`src/rtl/core/wcs_pkg.sv`:
```
`timescale 1ns / 1ps

package wcs_pkg;

   // request and response field widths
   localparam int OP_W    = 2;
   localparam int ADDR_W  = 14;
   localparam int DATA_W  = 8;
   localparam int QUOT_W  = 20;
   localparam int SIDX_W  = 23;
   localparam int WHEEL_W = 6;
   localparam int SEG_W   = 15;

   // walking index: a start index below 2**23 plus one wheel step
   localparam int IDX_W = 24;

   localparam logic [SEG_W-1:0] SEG_RESET = 15'd16384;

   localparam logic [OP_W-1:0] OP_LOAD  = 2'd0;
   localparam logic [OP_W-1:0] OP_CROSS = 2'd1;
   localparam logic [OP_W-1:0] OP_READ  = 2'd2;

   // bit cleared at each wheel position
   localparam logic [2:0] WHEEL_BIT [64] = '{
      3'd0, 3'd4, 3'd3, 3'd7, 3'd6, 3'd2, 3'd1, 3'd5,
      3'd1, 3'd3, 3'd7, 3'd5, 3'd0, 3'd6, 3'd2, 3'd4,
      3'd2, 3'd7, 3'd5, 3'd4, 3'd1, 3'd0, 3'd6, 3'd3,
      3'd3, 3'd6, 3'd0, 3'd1, 3'd4, 3'd5, 3'd7, 3'd2,
      3'd4, 3'd2, 3'd6, 3'd0, 3'd5, 3'd7, 3'd3, 3'd1,
      3'd5, 3'd1, 3'd2, 3'd6, 3'd7, 3'd3, 3'd4, 3'd0,
      3'd6, 3'd5, 3'd4, 3'd3, 3'd2, 3'd1, 3'd0, 3'd7,
      3'd7, 3'd0, 3'd1, 3'd2, 3'd3, 3'd4, 3'd5, 3'd6
   };

   // quotient multiplier for each step within a group
   localparam logic [2:0] WHEEL_FACTOR [8] = '{
      3'd6, 3'd4, 3'd2, 3'd4, 3'd2, 3'd4, 3'd6, 3'd2
   };

   // constant addend at each wheel position
   localparam logic [2:0] WHEEL_ADDEND [64] = '{
      3'd1, 3'd1, 3'd0, 3'd1, 3'd1, 3'd1, 3'd1, 3'd1,
      3'd2, 3'd1, 3'd1, 3'd2, 3'd0, 3'd2, 3'd2, 3'd1,
      3'd2, 3'd2, 3'd1, 3'd2, 3'd1, 3'd1, 3'd3, 3'd1,
      3'd3, 3'd3, 3'd1, 3'd2, 3'd1, 3'd2, 3'd4, 3'd1,
      3'd4, 3'd2, 3'd2, 3'd2, 3'd1, 3'd3, 3'd4, 3'd1,
      3'd5, 3'd3, 3'd1, 3'd3, 3'd2, 3'd3, 3'd5, 3'd1,
      3'd6, 3'd4, 3'd2, 3'd4, 3'd2, 3'd4, 3'd5, 3'd2,
      3'd1, 3'd0, 3'd0, 3'd0, 3'd0, 3'd0, 3'd0, 3'd0
   };

   typedef struct packed {
      logic take_req;    // latch request, do load write or read access
      logic walk_read;   // fetch sieve byte at walking index
      logic walk_write;  // write back cleared byte, advance index and wheel
      logic rsp_load;    // capture response payload
   } cmd_type;

   typedef struct packed {
      logic in_range;    // walking index below segment end
   } stat_type;

endpackage

```
`src/rtl/core/wcs_ctrl.sv`:
```
`timescale 1ns / 1ps

module wcs_ctrl import wcs_pkg::*; (
   input  logic            clock,
   input  logic            reset,
   input  logic            req_valid,
   output logic            req_ready,
   input  logic [OP_W-1:0] req_operation,
   output logic            rsp_valid,
   input  logic            rsp_ready,
   output cmd_type         cmd,
   input  stat_type        stat
);

   localparam logic [1:0] S_IDLE  = 2'd0;
   localparam logic [1:0] S_CHECK = 2'd1;
   localparam logic [1:0] S_WRITE = 2'd2;
   localparam logic [1:0] S_DONE  = 2'd3;

   logic [1:0] state_ff, state_in;
   logic       rsp_valid_ff, rsp_valid_in;

   always_comb begin
      state_in = state_ff;
      cmd      = '0;
      req_ready = 1'b0;
      case (state_ff)
         S_IDLE: begin
            req_ready = 1'b1;
            if (req_valid) begin
               cmd.take_req = 1'b1;
               state_in = (req_operation == OP_CROSS) ? S_CHECK : S_DONE;
            end
         end
         S_CHECK: begin
            if (stat.in_range) begin
               cmd.walk_read = 1'b1;
               state_in = S_WRITE;
            end else begin
               state_in = S_DONE;
            end
         end
         S_WRITE: begin
            cmd.walk_write = 1'b1;
            state_in = S_CHECK;
         end
         S_DONE: begin
            // hold the result until the response register frees up
            if (!rsp_valid_ff || rsp_ready) begin
               cmd.rsp_load = 1'b1;
               state_in = S_IDLE;
            end
         end
         default: begin
            state_in = S_IDLE;
         end
      endcase
   end

   always_comb begin
      rsp_valid_in = rsp_valid_ff;
      if (cmd.rsp_load) begin
         rsp_valid_in = 1'b1;
      end else if (rsp_ready) begin
         rsp_valid_in = 1'b0;
      end
   end

   always_ff @(posedge clock) begin
      if (reset) begin
         state_ff     <= S_IDLE;
         rsp_valid_ff <= 1'b0;
      end else begin
         state_ff     <= state_in;
         rsp_valid_ff <= rsp_valid_in;
      end
   end

   assign rsp_valid = rsp_valid_ff;

endmodule

```
`config.mk`:
```
export PLATFORM = sky130hd
export DESIGN_NAME = wcs_ctrl
export DESIGN_NICKNAME = d
export VERILOG_FILES = /design/src/rtl/core/wcs_pkg.sv /design/src/rtl/core/wcs_ctrl.sv
export SDC_FILE = /design/constraint.sdc
export NUM_CORES = 1
export LEC_CHECK = 0
export BUFFER_PORTS_ARGS = -buffer_cell sky130_fd_sc_hd__buf_2
export CORE_AREA = 4 4 41 43
export CTS_CLUSTER_SIZE = 40
export DETAILED_ROUTE_END_ITERATION = 10
export DIE_AREA = 0 0 45 47
export GPL_TIMING_DRIVEN = 0
export PLACE_DENSITY_LB_ADDON = 0.25
export SKIP_LAST_GASP = 1
export SYNTH_ARGS = -nofsm -noshare
export SYNTH_HDL_FRONTEND = slang
export SYNTH_SLANG_ARGS = --single-unit
```
`constraint.sdc`:
```
create_clock -name clock -period 1.3 [get_ports clock]
set_input_delay 0.26 -clock clock [delete_from_list [all_inputs] [get_ports clock]]
set_output_delay 0.26 -clock clock [all_outputs]
set_load 0.02 [all_outputs]
```
==> impl_metrics.env <==
export IMPL_status="finished, final reports clean"
export IMPL_power_per_cell_area_mw_per_mm2=1200
export IMPL_rrSetupSlack_ns=0.10
export IMPL_synth_top_cells_by_area="dfxtp_1 30%, nor2b_1 9.5%, mux2_4 7.6%"
export IMPL_remaining_drc_errors=0
export IMPL_timing_final_crit_share=0.977
export IMPL_diodes=0
export IMPL_worstHoldPathCells=2
export IMPL_gr_total_overflow=0
export IMPL_place_inst=48
export IMPL_post_route_util=0.265
export IMPL_worstPathArrival_ns=1.01
export IMPL_die_y_um=47
export IMPL_gp_congestion=0.628
export IMPL_vias_per_cell=3.69
export IMPL_cp_required_ns=1.04
export IMPL_synth_top_cell_by_area="dfxtp_1"
export IMPL_drt_iter0_drc=2
export IMPL_synthesis_nets=28
export IMPL_start_util=0.152
export IMPL_grt_usage=0.0616
export IMPL_netlist_area_sq_um=198
export IMPL_ys_flop_type="dfxtp_1"
export IMPL_r2r_cells=5
export IMPL_slew_violations=0
export IMPL_synth_edff_count=0
export IMPL_tightest_slew_ns=0.277
export IMPL_synthCells=21
export IMPL_vias=199
export IMPL_hold_viol=0
export IMPL_numCtsBuffers=3
export IMPL_clk_pin_slew_worst_paths_ns=0.04
export IMPL_port_buffers=12
export IMPL_ios=13
export IMPL_clockBufferDepth=2
export IMPL_layout_min_cycle_time_ns=1.27
export IMPL_hold_ws_ns=0.222
export IMPL_netlist_area_leader_share=0.304
export IMPL_grt_start_max_net_pins=8
export IMPL_yosys_warnings=0
export IMPL_reg2reg_to="state_ff[1]$_SDFFE_PP0P_"
export IMPL_min_path_type="primary input to flop"
export IMPL_grt_pass1_vias=226
export IMPL_core_sq_mm=0.00130
export IMPL_holdBufCountCts=0
export IMPL_antenna_left=0
export IMPL_ir_drop_v=0.000463
export IMPL_cap_violations=0
export IMPL_path_max_fanout=6
export IMPL_cts_sinks=3
export IMPL_ys_types=16
export IMPL_drive_gt1_frac=0.744
export IMPL_yosysSeqAreaShare=0.304
export IMPL_final_setup_viol_count=0
export IMPL_power_uw=416
export IMPL_htreeDepth=1
export IMPL_num_rows=13
export IMPL_timing_rr_start="state_ff[1]$_SDFFE_PP0P_"
export IMPL_avgRoutedWirePerCell_um=8.87
export IMPL_layoutNonFillerInstCount=54
export IMPL_hp_start="reset"
export IMPL_slew_headroom=0.813
export IMPL_critPathLaunchType="flop"
export IMPL_routed_wirelength_um=479
export IMPL_ys_ff_latch=3
export IMPL_cts_tree="done"
export IMPL_syn_area_per_cell_sq_um=9.41
export IMPL_critPathKind="flop to output pin"
export IMPL_fmax_mhz=787
export IMPL_fin_nets=47
export IMPL_crit_path_end_kind="output pin"
export IMPL_firstDrtPassIters=4
export IMPL_die_area_sq_mm=0.00212
export IMPL_area_delta_synth_final_pct=74.7
export IMPL_async_flop_share=0
export IMPL_root_buffer="clkbuf_4"
export IMPL_die_x_um=45
export IMPL_leakagePower_nw=0.171
export IMPL_antenna_found_initial=0
export IMPL_grt_first_pass_wirelength_um=897
export IMPL_clk_latency_ns=0.24
export IMPL_hold_end="state_ff[0]$_SDFFE_PP0P_"
export IMPL_synthTopCellsByCount="3 x dfxtp_1, 3 x nor2b_1, 2 x nand2_1"
export IMPL_fin_worst_skew_ns=0.000556
[cells in the final DEF, fill, tap and decap left out, types with 2 or more instances in the layout]
cell	instances
nor2b_1	2
clkbuf_4	3
buf_4	4
buf_2	9
buf_6	3
dfxtp_2	2
[worst max-delay path: stages, from the launching register on]
cell     delay [ns]
dfxtp_2        0.31
buf_6          0.12
and3b_2        0.21
buf_4          0.13
[sequential cells by signal, summed over array words and instances, names as in the netlist]
name / count
rsp_valid: 1
state_ff: 2
[kinds of logic after synthesis]
group | synth area share
flip-flops | 0.304
AND/OR/NAND/NOR | 0.373
multiplexers | 0.0759
AO/OA/AOI/OAI | 0.133
buffers and inverters | 0.114
[per-stage QoR]
stage | instance area, sq um | TNS [ns] | worst slack [ns]
CTS | 322 | -0.0000260 | -0.0000260
floorplan | 198 | 0 | 0.0294
global route | 345 | -0.00378 | -0.00375
global placement | 277 | 0 | 0.133
detailed placement | 277 | 0 | 0.145
finish | 345 | 0 | 0.0299
[report_power, final]
group          internal, mW  switching [mW]
Combinational        0.0730          0.0591
Clock                 0.115          0.0542
Sequential            0.103          0.0109
[how the worst max path moves through the flow]
| stage | to | slack (ns) | startpoint |
|---|---|---|---|
| 6_report | cmd[2] | 0.03 | state_ff[1]$_SDFFE_PP0P_ |
| 5_1_grt | cmd[3] | -0.004 | state_ff[1]$_SDFFE_PP0P_ |
| 4_1_cts | cmd[3] | -0.00003 | state_ff[1]$_SDFFE_PP0P_ |
| 3_5_place_dp | cmd[0] | 0.15 | state_ff[0]$_SDFFE_PP0P_ |
| 3_3_place_gp | cmd[0] | 0.13 | state_ff[0]$_SDFFE_PP0P_ |
| 2_1_floorplan | cmd[3] | 0.03 | state_ff[1]$_SDFFE_PP0P_ |
[layer usage]
metal	GRT usage	vias up	part of all wire
met5	0	-	0
met4	0.0526	0	0
met3	0.0383	0	0.13
met2	0.0734	11	0.40
met1	0.0750	83	0.47
li1	-	105	-
[final cells by class]
class,count,area [sq um]
plain buffers,1,11.3
clock buffers,4,26.3
fillers,150,956
inverters,1,3.75
multi-input cells,15,125
flip-flops and latches,3,62.6
well taps,15,18.8
repair buffers,15,97.6
[what timing repair did]
item                                    in CTS  in global routing
setup buffers                                2                  1
gates resized for setup                      5                  6
endpoints found under the setup margin       3                  3
Note: power is estimated with default switching activity, not from simulation.
